`src/design/cdo_pkg.sv`:
```
// Shared types, constants and calendar helper functions for the date offset core.
// Used by cdo_step, calendar_date_day_offset_core and cdo_checker.
`timescale 1ns / 1ps

package cdo_pkg;

  localparam int MAX_YEAR    = 9999;
  localparam int OFFSET_BITS = 21;

  localparam int YEAR_W  = 14;
  localparam int MONTH_W = 4;
  localparam int DAY_W   = 5;
  localparam int ACC_W   = OFFSET_BITS + 2;
  localparam int R400_W  = 9;

  localparam logic [MONTH_W-1:0] JANUARY  = MONTH_W'(1);
  localparam logic [MONTH_W-1:0] FEBRUARY = MONTH_W'(2);
  localparam logic [MONTH_W-1:0] DECEMBER = MONTH_W'(12);

  localparam logic [YEAR_W-1:0] YEAR_MIN = YEAR_W'(1);
  localparam logic [YEAR_W-1:0] YEAR_MAX = YEAR_W'(MAX_YEAR);
  localparam logic [YEAR_W-1:0] CYCLE_Y  = YEAR_W'(400);
  localparam logic [R400_W-1:0] R400_TOP = R400_W'(399);

  typedef enum logic [4:0] {
    ST_IDLE  = 5'b00001,
    ST_MOD   = 5'b00010,
    ST_CHECK = 5'b00100,
    ST_WALK  = 5'b01000,
    ST_OUT   = 5'b10000
  } state_t;

  // one pass of the month walk
  typedef struct packed {
    logic [YEAR_W-1:0]  year;
    logic [MONTH_W-1:0] month;
    logic [R400_W-1:0]  r400;
    logic [ACC_W-1:0]   dacc;
    logic               done;
    logic               err;
  } step_t;

  // leap year from year mod 400
  function automatic logic is_leap(input logic [R400_W-1:0] r400);
    logic century;
    century = (r400 == R400_W'(100)) || (r400 == R400_W'(200)) ||
              (r400 == R400_W'(300));
    return (r400[1:0] == 2'b00) && !century;
  endfunction

  // month length, 0 for codes that are not a month
  function automatic logic [DAY_W-1:0] month_len(input logic [MONTH_W-1:0] m,
                                                  input logic leap);
    logic [DAY_W-1:0] len;
    case (m)
      4'd1, 4'd3, 4'd5, 4'd7, 4'd8, 4'd10, 4'd12: len = DAY_W'(31);
      4'd4, 4'd6, 4'd9, 4'd11:                    len = DAY_W'(30);
      4'd2:    len = leap ? DAY_W'(29) : DAY_W'(28);
      default: len = '0;
    endcase
    return len;
  endfunction

endpackage

```
`src/design/cdo_step.sv`:
```
// Month walk unit: one carry or borrow of whole months on the day accumulator.
// Depends on cdo_pkg.
`timescale 1ns / 1ps

module cdo_step
  import cdo_pkg::*;
(
  input  logic [YEAR_W-1:0]  year_i,
  input  logic [MONTH_W-1:0] month_i,
  input  logic [R400_W-1:0]  r400_i,
  input  logic [ACC_W-1:0]   dacc_i,
  output step_t              step_o
);

  logic               leap;
  logic [DAY_W-1:0]   cur_len;
  logic [DAY_W-1:0]   prev_len;
  logic [MONTH_W-1:0] prev_m;
  logic signed [ACC_W-1:0] acc_s;
  logic signed [ACC_W-1:0] cur_s;
  logic signed [ACC_W-1:0] prev_s;
  logic over;
  logic under;

  assign leap     = is_leap(r400_i);
  assign cur_len  = month_len(month_i, leap);
  assign prev_m   = (month_i == JANUARY) ? DECEMBER : month_i - MONTH_W'(1);
  assign prev_len = month_len(prev_m, leap);
  assign acc_s    = $signed(dacc_i);
  assign cur_s    = $signed({{(ACC_W-DAY_W){1'b0}}, cur_len});
  assign prev_s   = $signed({{(ACC_W-DAY_W){1'b0}}, prev_len});
  assign over     = acc_s > cur_s;
  assign under    = acc_s < $signed(ACC_W'(1));

  always_comb begin
    step_o       = '0;
    step_o.year  = year_i;
    step_o.month = month_i;
    step_o.r400  = r400_i;
    step_o.dacc  = dacc_i;
    step_o.done  = !over && !under;
    if (over) begin
      step_o.dacc = ACC_W'(acc_s - cur_s);
      if (month_i == DECEMBER) begin
        if (year_i == YEAR_MAX) begin
          step_o.err  = 1'b1;
          step_o.done = 1'b1;
        end else begin
          step_o.year  = year_i + YEAR_W'(1);
          step_o.month = JANUARY;
          step_o.r400  = (r400_i == R400_TOP) ? '0 : r400_i + R400_W'(1);
        end
      end else begin
        step_o.month = month_i + MONTH_W'(1);
      end
    end else if (under) begin
      // step back first, then add the length of the month stepped into
      step_o.dacc  = ACC_W'(acc_s + prev_s);
      step_o.month = prev_m;
      if (month_i == JANUARY) begin
        if (year_i == YEAR_MIN) begin
          step_o.err  = 1'b1;
          step_o.done = 1'b1;
        end else begin
          step_o.year = year_i - YEAR_W'(1);
          step_o.r400 = (r400_i == '0) ? R400_TOP : r400_i - R400_W'(1);
        end
      end
    end
  end

endmodule

```
`src/design/calendar_date_day_offset_core.sv`:
```
// Gregorian date plus signed day offset, top level with sequencer and result register.
// Depends on cdo_pkg and cdo_step.
//
// Usage:
//   Input channel (in_valid/in_ready) carries a start date and a signed day offset.
//   Result channel (out_valid/out_ready) returns the shifted date and an error flag;
//   on error the date fields read zero.
//   One transaction is in flight at a time: in_ready is high only while idle.
//   The sequencer reduces the start year mod 400 by repeated subtraction, checks
//   the date, then walks the day accumulator month by month through the single
//   month step unit and registers the result.
//   A full-scale offset of 2^20 days crosses about 34,500 months.
//   An invalid start date goes straight from the check to the result, without a walk.
//   The result holds in its register while the receiver stalls; no new input is
//   taken until it is accepted.
//   Reset (rst_n low, synchronous) returns the sequencer to idle and drops out_valid.

`timescale 1ns / 1ps

module calendar_date_day_offset_core
  import cdo_pkg::*;
(
  input  logic                   clk,
  input  logic                   rst_n,
  input  logic                   in_valid,
  output logic                   in_ready,
  input  logic [YEAR_W-1:0]      in_start_year,
  input  logic [MONTH_W-1:0]     in_start_month,
  input  logic [DAY_W-1:0]       in_start_day,
  input  logic [OFFSET_BITS-1:0] in_offset_days,
  output logic                   out_valid,
  input  logic                   out_ready,
  output logic [YEAR_W-1:0]      out_result_year,
  output logic [MONTH_W-1:0]     out_result_month,
  output logic [DAY_W-1:0]       out_result_day,
  output logic                   out_error
);

  state_t state_r, state_nxt;

  logic [YEAR_W-1:0]      year_r, year_nxt;
  logic [MONTH_W-1:0]     month_r, month_nxt;
  logic [DAY_W-1:0]       day_r, day_nxt;
  logic [OFFSET_BITS-1:0] off_r, off_nxt;
  logic [YEAR_W-1:0]      rem_r, rem_nxt;
  logic [R400_W-1:0]      r400_r, r400_nxt;
  logic [ACC_W-1:0]       dacc_r, dacc_nxt;
  logic                   err_r, err_nxt;

  step_t            step;
  logic             start_ok;
  logic [DAY_W-1:0] start_len;

  cdo_step u_step (
    .year_i  (year_r),
    .month_i (month_r),
    .r400_i  (r400_r),
    .dacc_i  (dacc_r),
    .step_o  (step)
  );

  assign start_len = month_len(month_r, is_leap(r400_r));
  assign start_ok  = (year_r >= YEAR_MIN) && (year_r <= YEAR_MAX) &&
                     (month_r >= JANUARY) && (month_r <= DECEMBER) &&
                     (day_r != '0) && (day_r <= start_len);

  always_comb begin
    state_nxt = state_r;
    year_nxt  = year_r;
    month_nxt = month_r;
    day_nxt   = day_r;
    off_nxt   = off_r;
    rem_nxt   = rem_r;
    r400_nxt  = r400_r;
    dacc_nxt  = dacc_r;
    err_nxt   = err_r;
    unique case (state_r)
      ST_IDLE: begin
        if (in_valid) begin
          year_nxt  = in_start_year;
          month_nxt = in_start_month;
          day_nxt   = in_start_day;
          off_nxt   = in_offset_days;
          rem_nxt   = in_start_year;
          state_nxt = ST_MOD;
        end
      end
      ST_MOD: begin
        if (rem_r >= CYCLE_Y) begin
          rem_nxt = rem_r - CYCLE_Y;
        end else begin
          r400_nxt  = rem_r[R400_W-1:0];
          state_nxt = ST_CHECK;
        end
      end
      ST_CHECK: begin
        dacc_nxt = ACC_W'($signed({{(ACC_W-DAY_W){1'b0}}, day_r}) +
                          $signed({{(ACC_W-OFFSET_BITS){off_r[OFFSET_BITS-1]}}, off_r}));
        if (start_ok) begin
          state_nxt = ST_WALK;
        end else begin
          err_nxt   = 1'b1;
          state_nxt = ST_OUT;
        end
      end
      ST_WALK: begin
        year_nxt  = step.year;
        month_nxt = step.month;
        r400_nxt  = step.r400;
        dacc_nxt  = step.dacc;
        err_nxt   = step.err;
        if (step.done) begin
          day_nxt   = dacc_r[DAY_W-1:0];
          state_nxt = ST_OUT;
        end
      end
      ST_OUT: begin
        if (out_ready) begin
          err_nxt   = 1'b0;
          state_nxt = ST_IDLE;
        end
      end
      default: state_nxt = ST_IDLE;
    endcase
  end

  always_ff @(posedge clk) begin
    if (!rst_n) begin
      state_r <= ST_IDLE;
      err_r   <= 1'b0;
    end else begin
      state_r <= state_nxt;
      err_r   <= err_nxt;
    end
  end

  always_ff @(posedge clk) begin
    year_r  <= year_nxt;
    month_r <= month_nxt;
    day_r   <= day_nxt;
    off_r   <= off_nxt;
    rem_r   <= rem_nxt;
    r400_r  <= r400_nxt;
    dacc_r  <= dacc_nxt;
  end

  assign in_ready         = (state_r == ST_IDLE);
  assign out_valid        = (state_r == ST_OUT);
  assign out_error        = err_r;
  assign out_result_year  = err_r ? '0 : year_r;
  assign out_result_month = err_r ? '0 : month_r;
  assign out_result_day   = err_r ? '0 : day_r;

endmodule

```
`config.mk`:
```
export PLATFORM = sky130hd
export DESIGN_NAME = calendar_date_day_offset_core
export DESIGN_NICKNAME = d
export VERILOG_FILES = /design/src/design/cdo_pkg.sv /design/src/design/cdo_step.sv /design/src/design/calendar_date_day_offset_core.sv
export SDC_FILE = /design/constraint.sdc
export NUM_CORES = 1
export LEC_CHECK = 0
export ABC_AREA = 1
export BUFFER_PORTS_ARGS = -buffer_cell sky130_fd_sc_hd__buf_2
export CORE_MARGIN = 2
export CORE_UTILIZATION = 55
export DETAILED_ROUTE_END_ITERATION = 7
export GPL_TIMING_DRIVEN = 0
export HOLD_SLACK_MARGIN = 0.08
export PLACE_DENSITY = 0.84
export SLEW_MARGIN = 20
export SYNTH_ARGS = -nofsm -noshare
export SYNTH_HDL_FRONTEND = slang
export SYNTH_SLANG_ARGS = --single-unit
export TNS_END_PERCENT = 5
```
`constraint.sdc`:
```
create_clock -name clk -period 6.5 [get_ports clk]
set_input_delay 0 -clock clk [delete_from_list [all_inputs] [get_ports clk]]
set_output_delay 0 -clock clk [all_outputs]
set_load 0.03 [all_outputs]
```
### Word level (Yosys, flattened, before mapping)

Index checks and enable logic that the tools add are counted.

* bits in registers: 96
* word-level logic and storage cells: 151
* bits of input ports: 48
* output and inout port bits: 26

* reduce and logical (&&, ||, !) cells: 33
* order comparisons: 8
* add/sub/neg operators: 10
* eq/ne operators: 47
* muxes and demuxes: 44

Operator list (number)
* two-way mux 52 bit: 2
* two-way mux 14 bit: 6
* one-hot mux 14 bit (2 select lines): 2
* two-way mux 9 bit: 6
* one-hot mux 23 bit (2 select lines): 1
* equality test 4 bit, second input constant: 10
* two-way mux 5 bit: 8
* equality test 4 x 3 -> 1 bit, second input constant: 8
* one-hot mux 5 bit (3 select lines): 2
* two-way mux 27 bit: 1
* one-hot mux 5 bit (5 select lines): 1
* adder 23 x 6 -> 23 bit: 1
* greater-than comparator 23 x 6 -> 1 bit: 1
* < comparator 23 x 2 -> 1 bit, second input constant: 1
* subtractor 23 x 6 -> 23 bit: 1
* adder 6 x 21 -> 22 bit: 1
* equality test 9 bit, second input constant: 2
* one-hot mux 9 bit (2 select lines): 1
* equality test 4 x 2 -> 1 bit, second input constant: 4
* two-way mux 4 bit: 4
* adder 14 x 1 -> 14 bit, second input constant: 1
* equality test 14 x 1 -> 1 bit, second input constant: 1
* equality test 14 bit, second input constant: 1
* greater-or-equal comparator 14 x 1 -> 1 bit, second input constant: 1
* other kinds (44): 75

### Depth between registers and ports, before layout

* depth after elaboration: 16
* gate-level depth with buffers: 25
* depth with buffers taken out: 24

### Modules after synthesis

A second synthesis with hierarchy kept.

* cells, all modules: 1464
* area total of the unflattened synthesis: 9601.7 µm²

By module, submodules not included
* calendar_date_day_offset_core: instances 1, area each 5317.6 µm², sequential area each 2822.7 µm², cells each 624
* cdo_step: instances 1, area each 4284.1 µm², sequential area each 0.0 µm², cells each 840

### Worst setup path after synthesis

OpenSTA, ideal clock, no wires.

* path type: register -> register
* from: reg month_r[0]
* to: reg year_r[0], enable pin
* path slack: 2.292 ns
* stages on the path, launching flop included: 21
* buffers on the path: 0
* library setup time: 0.403 ns
* required time: 6.097 ns
* arrival: 3.806 ns
* path through: edfxtp_1 -> inv_1 -> ha_1 -> nand2_1 -> nor2_1 -> nor3_1 -> inv_1 -> nor2_1 -> inv_1 -> nor2_1 -> ha_1 -> or2_1 -> nand3_1 -> nand2_2 -> inv_2 -> nand2_2 -> nand3_4 -> inv_2 -> nor2_1 -> nor2_1 -> nor3_1

* longest elaborated chain between the ends: 6
* elaborated cells on any way between the ends: 22

RTL lines
* start: declaration: line calendar_date_day_offset_core.sv:42 `logic [MONTH_W-1:0] month_r, month_nxt;`
* start signal: assignment: line calendar_date_day_offset_core.sv:139 `month_r <= month_nxt;`
* equality test 4 x 2 -> 1 bit, or another cell as far along: line cdo_pkg.sv:55 `case (m)`
* OR reduction 7 bit / OR reduction 4 bit (equally long branches): line cdo_pkg.sv:55
* one-hot mux 5 bit (3 select lines): line cdo_pkg.sv:55
* greater-than comparator 23 x 6 -> 1 bit: line cdo_step.sv:32 `assign over = acc_s > cur_s;`
* inequality test 3 x 1 -> 1 bit (no source line), or another cell as far along
* AND reduction 7 bit (no source line) *
* end signal: assignment: line calendar_date_day_offset_core.sv:138 `year_r <= year_nxt;`
* end: declaration: line calendar_date_day_offset_core.sv:41 `logic [YEAR_W-1:0] year_r, year_nxt;`

Mark *: on every way between the ends. The rest lies on a longest branch, timed or not.
A chain may end at the register's enable or synchronous reset.

### Final worst setup path

* from: reg month_r[0]
* to: reg year_r[8], enable pin

The elaborated chain is that of the path after synthesis.

==> summary.md <==
| Metric | Value |
|---|---|
| Die width | 127 µm |
| Non-filler cells, final | 1479 |
| Yosys top cell by area | edfxtp_1 |
| Clock transition at path regs | 0.07 ns |
| Slew headroom | 30.0% |
| Rows | 44 |
| Ports | 74 |
| Yosys top cell area share | 32.7% |
| Initial drt markers | 1020 |
| Worst Max-Slew Pin Slew | 1.05 ns |
| CP delay by family, top | simple AND/OR/NAND/NOR gates |
| Post-Syn Instances | 1158 |
| Antenna violations before repair | 0 |
| PortBufs | 73 |
| Setup violators final | 0 |
| Ranking of synthesized cells by area | edfxtp_1 (33%), nand2_1 (13%), nor2_1 (7.2%), inv_1 (5.6%), nand3_1 (5.3%) |
| Antenna cell count | 0 |
| Clock Path Buffers | 2 |
| Synthesized area | 8270 µm² |
| Total routed wirelength | 26400 µm |
| Starting Density | 56.7% |
| Fin. Hold Viols | 0 |
| Clock root cell | clkbuf_16 |
| Pwr dens | 238 nW/µm² |
| Register bit total from synthesis | 96 |
| Vias in the first global route | 8162 |
| Main synth FF type | edfxtp_1 |
| Leakage power | 0.00429 µW |
| CP arrival | 5.03 ns |
| Drt pass-1 iters | 5 |
| Cts bufs inserted | 9 |
| Slew Viols, Final | 0 |
| Critical path buffers and inverters | 6 |
| Hold Slack | 0.109 ns |
| Synth-to-Final Area Change | 17.1% |
| EDFF count, synth | 90 |
| Mean post-synth cell area | 7.14 µm² |
| Min-delay worst type | input pin to flip-flop |
| Max H-tree Level | 3 |
| First-pass GRT wire length | 41600 µm |
| # fillers | 1213 |
| Insertion delay to the later sink of the worst-skew pair | 0.36 ns |
| Net Count, Synth | 1242 |
| WS Path Type | flip-flop to flip-flop |
| Die Area | 16000 µm² |
| CP max stage delay | 0.62 ns |
| Routed WL per cell | 17.9 µm |
| Core area | 14600 µm² |
| RSZ-0062 raised after global routing | false |
| Placed insts | 1417 |
| Dpl cell area | 8890 µm² |
| Fin crit period | 4.96 ns |
| Final core utilization | 66.3% |
| Clock Skew | 0.00593 ns |
| Crit start category | flip-flop |
| WP data required | 6.57 ns |
| Worst-path fanout max | 8 |
| Die H | 127 µm |
| Total grt overflow | 0 |
| Fin nets | 1374 |
| Maximum vdd drop | 0.229 mV |
| CTS tree | built |
| Fraction of registers with async set/reset | 0% |
| Yosys cell types | 51 |
| Final worst-path cycle share | 76.2% |
| # Max-Cap Violations | 0 |
| Setup TNS | 0 ns |
| Critical Path Sink Type | flip-flop |
| GPL Wtd Cong | 0.962 |
| Final ANT Viol Nets | 0 |
| DR vias | 8659 |
| Final Cell Area | 9680 µm² |
| Total Routing Usage GR | 32.9% |
| Status | complete, no violations |
| Yosys warnings | 0 |
| Crit-path cells | inv_1, ha_1, nand2_1, nor2_1, nor3_1, inv_1, nor2_1, inv_1, nor2_1, ha_1, or2_1, nand3_1, nand2_2, inv_2, nand2_2, nand3_4, inv_2, nand2_1, a21oi_1, nor3_2, buf_6 |
| Post-DP HPWL | 18900 µm |
| Residual DRC | 0 |
| Fmax | 202 MHz |
| CP max-delay cell | nor3_2 |
| Seq/Total Area, Yosys | 34.1% |
| Largest net degree at the start of global routing | 24 |
| Vias/cell | 5.85 |
| Share of cells above drive strength 1 | 13.6% |
| CTS sink cnt | 96 |
| Post-cts sizing count | 0 |
==> worst reg2reg max path, stage by stage (launching register included) <==
cell	delay, ns
edfxtp_1	0.40
inv_1	0.15
ha_1	0.24
nand2_1	0.10
nor2_1	0.09
nor3_1	0.29
inv_1	0.07
nor2_1	0.43
inv_1	0.16
nor2_1	0.43
ha_1	0.38
or2_1	0.24
nand3_1	0.10
nand2_2	0.10
inv_2	0.09
nand2_2	0.09
nand3_4	0.11
inv_2	0.11
nand2_1	0.10
a21oi_1	0.13
nor3_2	0.62
buf_6	0.24
==> routing by layer <==
layer	part of all wire, %	global-route usage, %
met5	0	0
met4	2.9	12.5
met3	12	7.21
met2	44	51.1
met1	41	45.3
==> cell usage in the layout (no fill, tap or decap), types with 3 or more instances in the layout <==
cell type      instances
buf_2                 81
o21ai_0               55
nor2_1               158
nor3_2                 5
fa_1                   3
clkbuf_16              9
nor2_4                 4
edfxtp_1              90
nand2_1              281
inv_2                 11
a31oi_1               20
nor2_2                17
a21oi_1               60
clkbuf_1              11
o211ai_1               7
xor2_1                43
buf_4                  4
o22ai_1                4
nor3_1                22
nand4_1               24
ha_1                  33
buf_6                 10
nand2_4                5
or2_2                  8
inv_1                123
nand2_2                6
dlygate4sd3_1         46
nand3b_1               3
o21bai_1               4
nand3_1               88
dfxtp_1                6
xnor2_1               11
nor4_1                 8
o21ai_1                7
==> per-stage QoR <==
step           power [µW]  setup WS [ns]
4_1_cts              2260           1.42
2_1_floorplan        1440           2.29
5_1_grt              2420           1.24
3_3_place_gp         1630          0.970
6_report             2300           1.54
3_5_place_dp         1660           1.48
==> cell families after synthesis <==
logic type / Yosys count / synth area share [%]
DFF: 96 / 34.1
xor gates and xnor gates: 54 / 5.72
adders and majority gates: 36 / 5.72
muxes: 1 / 0.136
buffers and inverters: 170 / 8.96
and+or+nand+nor: 635 / 34.1
AOI/OAI and AO/OA: 166 / 11.2
==> what timing repair did <==
item                      in CTS  in global routing
buffers inserted               0                  0
hold buffers                  46                  0
hold endpoints to repair      62                  0
==> where the power goes <==
part / total (µW) / switching, µW / internal, µW
combinational: 849 / 556 / 292
clock: 589 / 250 / 340
sequential: 864 / 77.9 / 786
==> state kept, by name (all words and copies together), names as in the netlist <==
| name | flops |
|---|---|
| year_r | 14 |
| month_r | 4 |
| day_r | 5 |
| rem_r | 14 |
| r400_r | 9 |
| off_r | 21 |
| dacc_r | 23 |
| state_r | 5 |
| out_error | 1 |
==> cell usage after synthesis, types with 3 or more instances <==
cell and count:
clkbuf_1 10, nor3_1 24, xor2_1 43, nor3_2 3
a21oi_1 60, nor2_4 4, fa_1 3, o22ai_1 4
nand3b_1 3, nand2_4 5, edfxtp_1 90, o21ai_1 7
buf_2 8, inv_2 11, nand4_1 24, nor2_1 159
o211ai_1 7, nand2_1 281, inv_1 123, nand3_1 88
nand2_2 6, o21ai_0 55, nor4_1 8, a31oi_1 20
buf_6 8, xnor2_1 11, or2_2 8, nor2_2 16
dfxtp_1 6, buf_4 4, ha_1 33, o21bai_1 4
==> cell type report <==
class	instances	area, µm²	area share, %
Buffer	34	230	2.38
Clock buffer	10	229	2.37
Clock inverter	6	90.1	0.931
Inverter	136	510	5.28
Multi-Input combinational cell	892	4720	48.7
Sequential cell	96	2820	29.2
Tap cell	184	230	2.38
Timing Repair Buffer	121	848	8.77
==> path summary, 6_finish.rpt <==
kind / start / end / slack, ns / depth (start not counted)
setup reg to reg: month_r[0]$_DFFE_PP_ / year_r[8]$_DFFE_PP_ / 1.54 / 21
hold / removal: in_valid / off_r[0]$_DFFE_PP_ / 0.11 / 3
setup / recovery: month_r[0]$_DFFE_PP_ / year_r[8]$_DFFE_PP_ / 1.54 / 21
hold reg to reg: state_r[4]$_SDFFE_PN0P_ / state_r[4]$_SDFFE_PN0P_ / 0.52 / 2
No activity file was read; power rests on OpenSTA's default activity.
